**src/hw/rtl/line_sensor_tracker_assert.svh**
```systemverilog
// assertion helpers shared by the tracker rtl
// both are clocked on aclk and held off while aresetn is low
`ifndef LINE_SENSOR_TRACKER_ASSERT_SVH
`define LINE_SENSOR_TRACKER_ASSERT_SVH

// consequent must hold in the same cycle as the antecedent
`define LST_ASSERT_NOW(label, ante, cons, msg) \
    label: assert property (@(posedge aclk) disable iff (!aresetn) (ante) |-> (cons)) \
        else $error(msg);

// consequent must hold in the cycle after the antecedent
`define LST_ASSERT_NEXT(label, ante, cons, msg) \
    label: assert property (@(posedge aclk) disable iff (!aresetn) (ante) |=> (cons)) \
        else $error(msg);

`endif

```
**src/hw/rtl/lst_pkg.sv**
```systemverilog
`timescale 1ns / 1ps

package lst_pkg;

    // request codes
    localparam logic [1:0] REQ_TICK  = 2'd0;
    localparam logic [1:0] REQ_SET   = 2'd1;
    localparam logic [1:0] REQ_RESET = 2'd2;

    // run segments
    localparam logic [2:0] SEG_IDLE = 3'd0;
    localparam logic [2:0] SEG_AB   = 3'd1;
    localparam logic [2:0] SEG_BC   = 3'd2;
    localparam logic [2:0] SEG_CD   = 3'd3;
    localparam logic [2:0] SEG_DA   = 3'd4;

    // configuration register indexes
    localparam logic [1:0] CFG_STEER_GAIN       = 2'd0;
    localparam logic [1:0] CFG_STRAIGHT_TIMEOUT = 2'd1;
    localparam logic [1:0] CFG_ARC_TIMEOUT      = 2'd2;

    // configuration reset values
    localparam logic [15:0] GAIN_RESET             = 16'd61;
    localparam logic [15:0] STRAIGHT_TIMEOUT_RESET = 16'd500;
    localparam logic [15:0] ARC_TIMEOUT_RESET      = 16'd800;

    // datapath sizes
    localparam int NUM_SENSORS = 7;
    localparam int MAG_W       = 13;
    localparam int HITS_W      = 3;
    localparam int DIV_STEPS   = MAG_W;
    localparam int DIV_CNT_W   = $clog2(DIV_STEPS + 1);

    localparam logic [MAG_W-1:0] ERR_LIMIT = 13'd3000;
    localparam logic [15:0]      TICK_MAX  = 16'hFFFF;

    // divider status toward the sequencer
    typedef struct packed {
        logic busy;
        logic done;
    } lst_div_stat_t;

    // sensor weight (i-3)*10
    function automatic logic signed [7:0] sensor_weight(input logic [2:0] idx);
        logic signed [7:0] w;
        case (idx)
            3'd0:    w = -8'sd30;
            3'd1:    w = -8'sd20;
            3'd2:    w = -8'sd10;
            3'd3:    w = 8'sd0;
            3'd4:    w = 8'sd10;
            3'd5:    w = 8'sd20;
            3'd6:    w = 8'sd30;
            default: w = 8'sd0;
        endcase
        return w;
    endfunction

    // saturating 16-bit increment
    function automatic logic [15:0] sat_inc16(input logic [15:0] v);
        return (v == TICK_MAX) ? TICK_MAX : v + 16'd1;
    endfunction

endpackage

```
**src/hw/rtl/lst_div.sv**
```systemverilog
`timescale 1ns / 1ps

module lst_div (
    input  logic                         aclk,
    input  logic                         aresetn,
    input  logic                         start,
    input  logic [lst_pkg::MAG_W-1:0]    dividend,
    input  logic [lst_pkg::HITS_W-1:0]   divisor,
    output logic [lst_pkg::MAG_W-1:0]    quotient,
    output lst_pkg::lst_div_stat_t       stat
);

    logic [lst_pkg::MAG_W-1:0]     dvd_reg;
    logic [lst_pkg::HITS_W-1:0]    rem_reg;
    logic [lst_pkg::HITS_W-1:0]    dsr_reg;
    logic [lst_pkg::DIV_CNT_W-1:0] cnt_reg;
    logic                          busy_reg;
    logic                          done_reg;

    logic [lst_pkg::HITS_W:0]      rem_shift;
    logic                          q_bit;
    logic [lst_pkg::HITS_W:0]      rem_sub;
    logic [lst_pkg::HITS_W-1:0]    rem_next;

    // one restoring step: shift in next dividend bit, trial subtract
    always_comb begin
        rem_shift = {rem_reg, dvd_reg[lst_pkg::MAG_W-1]};
        rem_sub   = rem_shift - {1'b0, dsr_reg};
        q_bit     = (rem_shift >= {1'b0, dsr_reg});
        rem_next  = q_bit ? rem_sub[lst_pkg::HITS_W-1:0] : rem_shift[lst_pkg::HITS_W-1:0];
    end

    // step counter and control
    always_ff @(posedge aclk) begin
        if (!aresetn) begin
            busy_reg <= 1'b0;
            done_reg <= 1'b0;
            cnt_reg  <= '0;
        end else begin
            done_reg <= 1'b0;
            if (start) begin
                busy_reg <= 1'b1;
                cnt_reg  <= lst_pkg::DIV_CNT_W'(lst_pkg::DIV_STEPS);
            end else if (busy_reg) begin
                cnt_reg <= cnt_reg - 1'b1;
                if (cnt_reg == lst_pkg::DIV_CNT_W'(1)) begin
                    busy_reg <= 1'b0;
                    done_reg <= 1'b1;
                end
            end
        end
    end

    // operand and quotient shift register
    always_ff @(posedge aclk) begin
        if (start) begin
            dvd_reg <= dividend;
            rem_reg <= '0;
            dsr_reg <= divisor;
        end else if (busy_reg) begin
            dvd_reg <= {dvd_reg[lst_pkg::MAG_W-2:0], q_bit};
            rem_reg <= rem_next;
        end
    end

    assign quotient  = dvd_reg;
    assign stat.busy = busy_reg;
    assign stat.done = done_reg;

endmodule

```
**src/hw/rtl/line_sensor_tracker.sv**
```systemverilog
`timescale 1ns / 1ps

// Line sensor tracker: turns seven line-sensor hits into a clamped line error
// (weighted position x100, truncated toward zero), runs straight/arc tick
// timers, a four-segment lap sequencer and a Q4.12 steering target. One
// request is taken at a time. A sensor tick runs through the bit-serial
// divider, one quotient bit per cycle over 13 bits, then the quotient
// hand-over, the state update, the multiply for the steering target, the
// output load and the return to idle that takes the next transfer; set and
// reset requests skip the divider and start at the state update. The load
// waits while the previous result is still unaccepted, which holds off the
// next transfer. Configuration writes are taken at any time and are meant
// to happen only while no request is in flight.
module line_sensor_tracker (
    input  logic               aclk,
    input  logic               aresetn,
    // request channel
    input  logic               s_valid,
    output logic               s_ready,
    input  logic [1:0]         s_req_type,
    input  logic [6:0]         s_sensor_bits,
    input  logic [2:0]         s_new_segment,
    // result channel
    output logic               m_valid,
    input  logic               m_ready,
    output logic signed [12:0] m_line_error,
    output logic [2:0]         m_hit_count,
    output logic               m_on_arc,
    output logic [2:0]         m_segment,
    output logic [15:0]        m_laps_done,
    output logic signed [16:0] m_steer_target,
    output logic [15:0]        m_straight_ticks,
    output logic [15:0]        m_arc_ticks,
    // configuration write channel
    input  logic               cfg_valid,
    output logic               cfg_ready,
    input  logic [1:0]         cfg_index,
    input  logic [15:0]        cfg_data
);

`include "line_sensor_tracker_assert.svh"

    typedef enum logic [2:0] {
        ST_IDLE,
        ST_DIV,
        ST_UPD,
        ST_STEER,
        ST_DONE
    } state_t;

    state_t state_reg;
    logic   out_load;

    // configuration
    logic [15:0] gain_reg;
    logic [15:0] straight_to_reg;
    logic [15:0] arc_to_reg;

    // tracker state
    logic signed [12:0] err_reg;
    logic [2:0]         hits_reg;
    logic               arc_reg;
    logic [2:0]         seg_reg;
    logic [15:0]        seg_ticks_reg;
    logic [15:0]        laps_reg;
    logic [15:0]        straight_reg;
    logic [15:0]        arc_run_reg;

    // request held across the work
    logic [1:0]         req_reg;
    logic [2:0]         new_seg_reg;
    logic [2:0]         pend_hits_reg;
    logic               neg_reg;
    logic signed [29:0] prod_reg;

    // output registers
    logic               m_valid_reg;
    logic signed [12:0] m_err_reg;
    logic [2:0]         m_hits_reg;
    logic               m_arc_reg;
    logic [2:0]         m_seg_reg;
    logic [15:0]        m_laps_reg;
    logic signed [16:0] m_steer_reg;
    logic [15:0]        m_straight_reg;
    logic [15:0]        m_arc_ticks_reg;

    // front end of a tick
    logic signed [7:0]  wsum;
    logic [2:0]         in_hits;
    logic signed [13:0] num;
    logic [12:0]        mag;
    logic               accept;
    logic               div_start;

    logic [12:0]                quotient;
    lst_pkg::lst_div_stat_t     div_stat;

    // next tracker state
    logic [12:0]        q_clamp;
    logic signed [12:0] err_next;
    logic [2:0]         hits_next;
    logic               arc_next;
    logic [2:0]         seg_next;
    logic [15:0]        seg_ticks_next;
    logic [15:0]        laps_next;
    logic [15:0]        straight_next;
    logic [15:0]        arc_run_next;
    logic [15:0]        st_inc;
    logic signed [29:0] prod_next;

    logic               err_in_range;

    assign s_ready   = (state_reg == ST_IDLE);
    assign cfg_ready = 1'b1;
    assign accept    = s_valid && s_ready;
    assign div_start = accept && (s_req_type == lst_pkg::REQ_TICK);
    assign out_load  = (state_reg == ST_DONE) && (!m_valid_reg || m_ready);

    // weighted sum and hit count of the sensor bits
    always_comb begin
        wsum    = '0;
        in_hits = '0;
        for (int i = 0; i < lst_pkg::NUM_SENSORS; i++) begin
            if (s_sensor_bits[i]) begin
                wsum    = wsum + lst_pkg::sensor_weight(3'(i));
                in_hits = in_hits + 3'd1;
            end
        end
        num = 14'(wsum) * 14'sd100;
        mag = num[13] ? 13'(-num) : 13'(num);
    end

    lst_div u_div (
        .aclk     (aclk),
        .aresetn  (aresetn),
        .start    (div_start),
        .dividend (mag),
        .divisor  (in_hits),
        .quotient (quotient),
        .stat     (div_stat)
    );

    // state update for the held request
    always_comb begin
        err_next       = err_reg;
        hits_next      = hits_reg;
        arc_next       = arc_reg;
        seg_next       = seg_reg;
        seg_ticks_next = seg_ticks_reg;
        laps_next      = laps_reg;
        straight_next  = straight_reg;
        arc_run_next   = arc_run_reg;
        q_clamp        = (quotient > lst_pkg::ERR_LIMIT) ? lst_pkg::ERR_LIMIT : quotient;
        st_inc         = lst_pkg::sat_inc16(seg_ticks_reg);
        case (req_reg)
            lst_pkg::REQ_TICK: begin
                hits_next = pend_hits_reg;
                arc_next  = (pend_hits_reg != 3'd0);
                if (pend_hits_reg == 3'd0) begin
                    err_next = '0;
                end else begin
                    err_next = neg_reg ? -$signed(q_clamp) : $signed(q_clamp);
                end
                if (arc_next) begin
                    straight_next = '0;
                    arc_run_next  = lst_pkg::sat_inc16(arc_run_reg);
                end else begin
                    straight_next = lst_pkg::sat_inc16(straight_reg);
                    arc_run_next  = '0;
                end
                // lap sequencer
                if (seg_reg != lst_pkg::SEG_IDLE) begin
                    seg_ticks_next = st_inc;
                end
                case (seg_reg)
                    lst_pkg::SEG_AB, lst_pkg::SEG_CD: begin
                        if (arc_next || st_inc > straight_to_reg) begin
                            seg_next       = seg_reg + 3'd1;
                            seg_ticks_next = '0;
                        end
                    end
                    lst_pkg::SEG_BC: begin
                        if (!arc_next || st_inc > arc_to_reg) begin
                            seg_next       = lst_pkg::SEG_CD;
                            seg_ticks_next = '0;
                        end
                    end
                    lst_pkg::SEG_DA: begin
                        if (!arc_next || st_inc > arc_to_reg) begin
                            seg_next       = lst_pkg::SEG_IDLE;
                            laps_next      = laps_reg + 16'd1;
                            seg_ticks_next = '0;
                        end
                    end
                    default: begin
                    end
                endcase
            end
            lst_pkg::REQ_SET: begin
                if (new_seg_reg <= lst_pkg::SEG_DA) begin
                    seg_next = new_seg_reg;
                end
            end
            lst_pkg::REQ_RESET: begin
                seg_next      = lst_pkg::SEG_IDLE;
                straight_next = '0;
                arc_run_next  = '0;
            end
            default: begin
            end
        endcase
    end

    // steering product from the kept error and current gain
    assign prod_next = 30'(err_reg) * 30'($signed({1'b0, gain_reg}));

    // configuration writes
    always_ff @(posedge aclk) begin
        if (!aresetn) begin
            gain_reg        <= lst_pkg::GAIN_RESET;
            straight_to_reg <= lst_pkg::STRAIGHT_TIMEOUT_RESET;
            arc_to_reg      <= lst_pkg::ARC_TIMEOUT_RESET;
        end else if (cfg_valid && cfg_ready) begin
            case (cfg_index)
                lst_pkg::CFG_STEER_GAIN:       gain_reg        <= cfg_data;
                lst_pkg::CFG_STRAIGHT_TIMEOUT: straight_to_reg <= cfg_data;
                lst_pkg::CFG_ARC_TIMEOUT:      arc_to_reg      <= cfg_data;
                default: begin
                end
            endcase
        end
    end

    // sequencer, tracker state and output registers
    always_ff @(posedge aclk) begin
        if (!aresetn) begin
            state_reg     <= ST_IDLE;
            m_valid_reg   <= 1'b0;
            err_reg       <= '0;
            hits_reg      <= '0;
            arc_reg       <= 1'b0;
            seg_reg       <= lst_pkg::SEG_IDLE;
            seg_ticks_reg <= '0;
            laps_reg      <= '0;
            straight_reg  <= '0;
            arc_run_reg   <= '0;
        end else begin
            // output valid: set on load, cleared on transfer
            if (out_load) begin
                m_valid_reg <= 1'b1;
            end else if (m_valid_reg && m_ready) begin
                m_valid_reg <= 1'b0;
            end
            case (state_reg)
                ST_IDLE: begin
                    if (accept) begin
                        req_reg       <= s_req_type;
                        new_seg_reg   <= s_new_segment;
                        pend_hits_reg <= in_hits;
                        neg_reg       <= num[13];
                        state_reg     <= (s_req_type == lst_pkg::REQ_TICK) ? ST_DIV : ST_UPD;
                    end
                end
                ST_DIV: begin
                    if (div_stat.done) begin
                        state_reg <= ST_UPD;
                    end
                end
                ST_UPD: begin
                    err_reg       <= err_next;
                    hits_reg      <= hits_next;
                    arc_reg       <= arc_next;
                    seg_reg       <= seg_next;
                    seg_ticks_reg <= seg_ticks_next;
                    laps_reg      <= laps_next;
                    straight_reg  <= straight_next;
                    arc_run_reg   <= arc_run_next;
                    state_reg     <= ST_STEER;
                end
                ST_STEER: begin
                    prod_reg  <= prod_next;
                    state_reg <= ST_DONE;
                end
                ST_DONE: begin
                    // load the result once the output register is free
                    if (out_load) begin
                        m_err_reg       <= err_reg;
                        m_hits_reg      <= hits_reg;
                        m_arc_reg       <= arc_reg;
                        m_seg_reg       <= seg_reg;
                        m_laps_reg      <= laps_reg;
                        m_steer_reg     <= arc_reg ? prod_reg[28:12] : '0;
                        m_straight_reg  <= straight_reg;
                        m_arc_ticks_reg <= arc_run_reg;
                        state_reg       <= ST_IDLE;
                    end
                end
                default: begin
                    state_reg <= ST_IDLE;
                end
            endcase
        end
    end

    assign m_valid          = m_valid_reg;
    assign m_line_error     = m_err_reg;
    assign m_hit_count      = m_hits_reg;
    assign m_on_arc         = m_arc_reg;
    assign m_segment        = m_seg_reg;
    assign m_laps_done      = m_laps_reg;
    assign m_steer_target   = m_steer_reg;
    assign m_straight_ticks = m_straight_reg;
    assign m_arc_ticks      = m_arc_ticks_reg;

    // error stays within the clamp
    assign err_in_range = (m_err_reg <= $signed({1'b0, lst_pkg::ERR_LIMIT})) &&
                          (m_err_reg >= -$signed({1'b0, lst_pkg::ERR_LIMIT}));

    // checks
    `LST_ASSERT_NEXT(a_tick_starts_div, div_start, div_stat.busy, "tick did not start divider")
    `LST_ASSERT_NOW(a_no_accept_busy, div_stat.busy, !s_ready, "ready while dividing")
    `LST_ASSERT_NOW(a_err_range, m_valid, err_in_range, "line error out of range")
    `LST_ASSERT_NOW(a_steer_off_arc, m_valid && !m_on_arc, m_steer_target == '0, "steer off arc")
    `LST_ASSERT_NOW(a_arc_hits, m_valid, m_on_arc == (m_hit_count != 3'd0), "arc flag vs hits")

endmodule
```
**config.mk**
```make
export PLATFORM = sky130hd
export DESIGN_NAME = line_sensor_tracker
export DESIGN_NICKNAME = d
export VERILOG_FILES = /design/src/hw/rtl/lst_pkg.sv /design/src/hw/rtl/lst_div.sv /design/src/hw/rtl/line_sensor_tracker.sv
export VERILOG_INCLUDE_DIRS = /design/src /design/src/hw/rtl
export SDC_FILE = /design/constraint.sdc
export NUM_CORES = 1
export LEC_CHECK = 0
export BUFFER_PORTS_ARGS = -buffer_cell sky130_fd_sc_hd__buf_2
export CAP_MARGIN = 20
export CORE_MARGIN = 3
export CORE_UTILIZATION = 49
export DETAILED_ROUTE_END_ITERATION = 8
export PLACE_DENSITY = 0.69
export SYNTH_ARGS = -nofsm -noshare
export SYNTH_HDL_FRONTEND = slang
export SYNTH_SLANG_ARGS = --single-unit
```
**constraint.sdc**
```tcl
create_clock -name aclk -period 6.3 [get_ports aclk]
set_clock_uncertainty 0.2 [all_clocks]
set_input_delay 0.315 -clock aclk [delete_from_list [all_inputs] [get_ports aclk]]
set_output_delay 0.315 -clock aclk [all_outputs]
set_load 0.1 [all_outputs]
```
Word-level counts from Yosys, hierarchy flattened. Index checks and enable logic that the tools add are counted.

Flip-flop bits (word level): 284. Word-level logic and storage cells: 179. Input port bits: 35. Output and inout bits: 88.

Equal/unequal tests: 24. Add/subtract/negate cells: 21. Reductions and logical operators: 35. Bitwise operators: 2. Multiply operators: 2. Multiplexer cells: 57. $lt $le $gt $ge: 5.

Operator list (count): $mux W16 (8); $mux W8 (13); $pmux W16 S2 (3); $mux W13 (6); $add A16 B1 Y16 const B (4); $add A8 B8 Y8 (6); $eq A16 B16 Y1 const B (3); $mux W3 (14); $gt A16 B16 Y1 (2); $mul A13 B17 Y29 (1); $neg A13 Y13 (2); $add A3 B1 Y3 const B (7); $pmux W3 S3 (2); $pmux W3 S5 (1); $gt A13 B12 Y1 const B (1); $eq A3 B2 Y1 const B (4); $mul A8 B6 Y12 const B (1); $reduce_and A2 Y1 (6); $ne A3 B3 Y1 const B (3); $reduce_and A3 Y1 (3); $reduce_bool A3 Y1 (3); $mux W4 (2); $mux W1 (7); $reduce_and A7 Y1 (1); 23 further kinds (43).

Longest topological paths before layout.
Word-level depth: 17. Depth in mapped cells: 31. Mapped depth without buffers: 28.

By module. A second synthesis with hierarchy kept.

Cells, all modules: 2094. Area, all modules: 19920.4 um^2.

Modules (own cells, without submodules): line_sensor_tracker (area an instance 18723.0 um^2, seq. area each 6055.8 um^2, cells each 1998, times used 1); lst_div (area an instance 1197.4 um^2, seq. area each 660.6 um^2, cells each 96, times used 1).

Worst setup path before layout. Ideal clock, no wire load.

Path kind: reg-to-reg. Start: register err_reg[1]. End: register prod_reg[23] (data pin). Period minus slack after synthesis: 6.258 ns. Data required time: 5.839 ns. Arrival: 5.798 ns. Path slack: 0.042 ns. Buffers on the path: 2. Cell stages (with the launch flop): 25. Library setup time: 0.261 ns. Cell sequence: dfxtp_1 clkbuf_1 clkbuf_1 nand2_1 fa_1 inv_1 fa_1 inv_1 fa_1 inv_1 ha_1 inv_1 fa_1 inv_1 ha_1 ha_1 a21o_1 a2111oi_0 nor4_1 o31a_1 a21bo_2 and2_1 o21a_1 o21ai_0 a21oi_1.

Word-level cells in the longest chain between the ends: 1.

RTL lines: from (decl) (RTL line line_sensor_tracker.sv:60) `logic signed [12:0] err_reg;`; from (signal assigned) (RTL line line_sensor_tracker.sv:270) `err_reg <= err_next;`; $mul A13 B17 Y29 (RTL line line_sensor_tracker.sv:215) `assign prod_next = 30'(err_reg) * 30'($signed({1'b0, gain_reg}));`; named net prod_next[23] (RTL line line_sensor_tracker.sv:109) `logic signed [29:0] prod_next;`; to (signal assigned) (RTL line line_sensor_tracker.sv:281) `prod_reg <= prod_next;`; to (decl) (RTL line line_sensor_tracker.sv:74) `logic signed [29:0] prod_reg;`.

The timed path passes the listed nets, and every way through them passes these cells. A chain may end at the register's enable or synchronous reset.

Final worst setup path.
Start: register err_reg[2]. End: register prod_reg[25] (data pin).

The elaborated chain is that of the path after synthesis.

==> summary.txt <==
Clock tree
  – Total CTS buffers: 31
  – CTS clk-pin slew, worst paths: 0.06 ns
  – Postcts setup bufs: 0
  – H-tree depth: 1
  – Sink Count: ~270
  – CTS tree: yes
  – CTS max path bufs: 3
  – Root Driver: clkbuf_16
  – Worst-Skew Late Latency: between 0.5 and 0.6 ns

Min path
  – Type of the worst min-delay path: in -> reg
  – Worst hold stages: 5

Floorplan
  – Die area: 0.04348 sq mm
  – I/O Pins: 123
  – Die Y: 208.5 um
  – Core area: roughly 0.040 sq mm
  – Die width: about 210 um
  – Initial core utilization: about half
  – Rows: 73

Critical path
  – Path type of the worst setup path: reg -> reg
  – Critical Path Most Common Cell: fa_1
  – Crit-path cells: buf_4 > nand2_1 > fa_1 > inv_1 > fa_1 > inv_1 > fa_1 > fa_1 > inv_1 > fa_1 > fa_1 > ha_4 > nand3_2 > o22ai_1 > o21a_1 > o31a_1 > a21bo_2 > a21o_1 > o21ai_1 > nor2b_2 > xnor2_1
  – Critical path launch point type: register
  – Arr. time, crit path: approximately 6.2 ns
  – Required time worst endpoint: roughly 6.4 ns
  – Worst Reg2Reg Path Length in Cells: 21
  – Slowest cell delay on critical path: roughly 0.59 ns
  – CP endpoint kind: register
  – Crit-path max FO: 7
  – Slowest cell on the critical path: fa_1

Final layout
  – Layout Nets: 2622
  – Commonest non-fill, non-tap cells in the layout: 294 x nand2_1, 224 x inv_1, 174 x ha_1
  – Post-route cell area: 0.02285 sq mm
  – Fillers: about 3500
  – Layout cells sized above 1: ~12%
  – # diodes: 0
  – Syn-to-layout area delta: 13.69%
  – Leading cell type in the layout, fill and taps excluded: nand2_1

Logic synthesis
  – Syn avg cell area: roughly 9.5 sq um
  – Post-synth top area share: 18.98%
  – Area contributors post-synth: edfxtp_1 19%, fa_1 15%, dfxtp_1 14%
  – Ys async rst share: 0%
  – Post-synth EDFFs: 127
  – Synthesized netlist cell count: around 2100
  – FF+latch count, synth: 272
  – Warning count from the yosys run: 0
  – Area of the mapped netlist: between 0.02 and 0.025 sq mm
  – Syn_nets: ~2500
  – Sequential fraction of the synthesis area: 33.42%
  – Unique masters post-synth: 70
  – Synth Flop Type: dfxtp_1
  – Cell taking the most area after synthesis: edfxtp_1

GRT
  – Initial antenna violation count: 0
  – Largest net degree at the start of global routing: 79
  – First-pass GRT wire length: roughly 76000 um
  – M2 GR Usage: between 30% and 40%
  – Grt met1 use: 27.18%
  – Gr usage total: 20.94%
  – GR peak layer: met2
  – Grt total ovfl: 0
  – Vias in the first global route: approximately 15000
  – Met3 Resource Use GR: under 10%

Job
  – Max_cap viols: 0

Placement
  – Post-placement cell area: between 0.02 and 0.025 sq mm
  – HPWL Detailed: roughly 35000 um
  – Pre-CTS WS: -0.1823 ns
  – Gp weighted congestion: 0.8747
  – PortBufs: between 100 and 150

Power
  – Leak: roughly 10 nW
  – Worst IR Drop VDD: about 0.22 mV
  – Power Density: 228.0 mW/mm^2

Detailed routing
  – # DRC: 0
  – DR vias/cell: 5.365
  – Post-route ant nets: 0
  – DR WL/cell: between 15 and 20 um
  – Initial DRC count: 806
  – Final wirelength: 46110 um
  – DR vias: approximately 15000
  – TritonRoute pass-1 iters: 5

STA
  – Min Clock Period, post-route: between 6 and 7 ns
  – Fin. max-slew vios: 0
  – Final period utilization: a little over nine tenths
  – Final Hold Vio Count: 0
  – Setup slack after layout: ~0.19 ns
  – Unrepaired setup endpoints after global routing: true
  – Worst slew pin tran: between 0.9 and 1 ns
  – Final setup fails: 0
  – Max_slew headroom: roughly a third
  – Max Clk Rate: around 0.16 GHz

Status
  – Status: finished, final reports clean
cells by family (layout without fill, tap and decap cells):
family | count (synthesis) | in the layout | synth area share [%]
adder cells (fa/ha/maj) | 333 | 333 | 26.52
buffers and inverters | 322 | 496 | 6.133
XOR/XNOR | 80 | 80 | 3.524
multiplexers | 17 | 17 | 0.8903
AO/OA/AOI/OAI | 345 | 345 | 11.15
flip-flops | 272 | 272 | 33.42
AND/OR/NAND/NOR | 735 | 735 | 18.34
other | 1 | 1 | 0.01866
repair_timing:
action / 4_1_cts / 5_1_grt
hold buffers: 26 / 0
endpoints found under the hold margin: 55 / 0
pin swaps: 0 / 5
resized for setup: 3 / 34
endpoints found under the setup margin: 7 / 10
power breakdown:
part,total (W),internal (W),switching [W]
combinational,0.00150,0.000643,0.000862
clock,0.00173,0.000996,0.000730
sequential,0.00198,0.00192,0.0000612
worst paths after layout:
| path | start | end | slack, ns |
|---|---|---|---|
| worst max-delay path | err_reg[2] | prod_reg[25] | 0.19 |
| worst min register to register | hits_reg[1] | m_hit_count[1] | 0.23 |
| worst max register to register | err_reg[2] | prod_reg[25] | 0.19 |
| worst min-delay path | cfg_index[0] | gain_reg[7] | 0.09 |
Yosys cell counts (52+ instances only):
| cell | instances |
|---|---|
| dfxtp_1 | 145 |
| fa_1 | 155 |
| ha_1 | 178 |
| clkbuf_1 | 89 |
| a21boi_0 | 53 |
| inv_1 | 224 |
| edfxtp_1 | 127 |
| nor2b_1 | 54 |
| nor2_1 | 52 |
| nand2_1 | 294 |
| xnor2_1 | 52 |
| and2_1 | 119 |
| o21ai_0 | 67 |
| a21oi_1 | 89 |
final cells by class:
| cell class | count | area, sq um | share of cell area, % |
|---|---|---|---|
| timing repair buffer | 212 | 1368 | 5.985 |
| tap | 525 | 656.9 | 2.875 |
| clock buffer | 40 | 850.8 | 3.724 |
| inverter | 226 | 848.3 | 3.713 |
| sequential | 272 | 6739 | 29.49 |
| clock inverter | 18 | 131.4 | 0.5750 |
| multi-input combinational | 1511 | 12250 | 53.63 |
stage by stage:
step	utilization (%)	hold WS, ns	power [W]	cells	TNS [ns]
4_1_cts	56.67	0.07158	0.005259	2804	0
5_1_grt	56.98	0.1161	0.005512	2804	-0.01251
3_5_place_dp	53.54	0.2209	0.003488	2720	-0.8423
3_3_place_gp	53.54	0.2153	0.003436	2720	-0.2732
2_1_floorplan	-	0.2064	0.003178	2105	0
6_report	56.98	0.08805	0.005210	2804	0
critical path, delay by kind of cell (launching register included):
kind / cells / cell delay, ns
buf+inv: 4 / 0.34
simple gates: 3 / 0.36
flops: 1 / 0.39
xor+xnor: 1 / 0.07
compound gates: 6 / 1.17
fa+ha+maj: 7 / 3.32
metal layers:
layer | up-vias | wire length [um]
met3 | 88 | 2020
met5 | - | 0
met2 | 333 | 22740
met4 | 0 | 1572
met1 | 7310 | 19780
li1 | 7312 | -
Power figures use the tool's default switching activity.
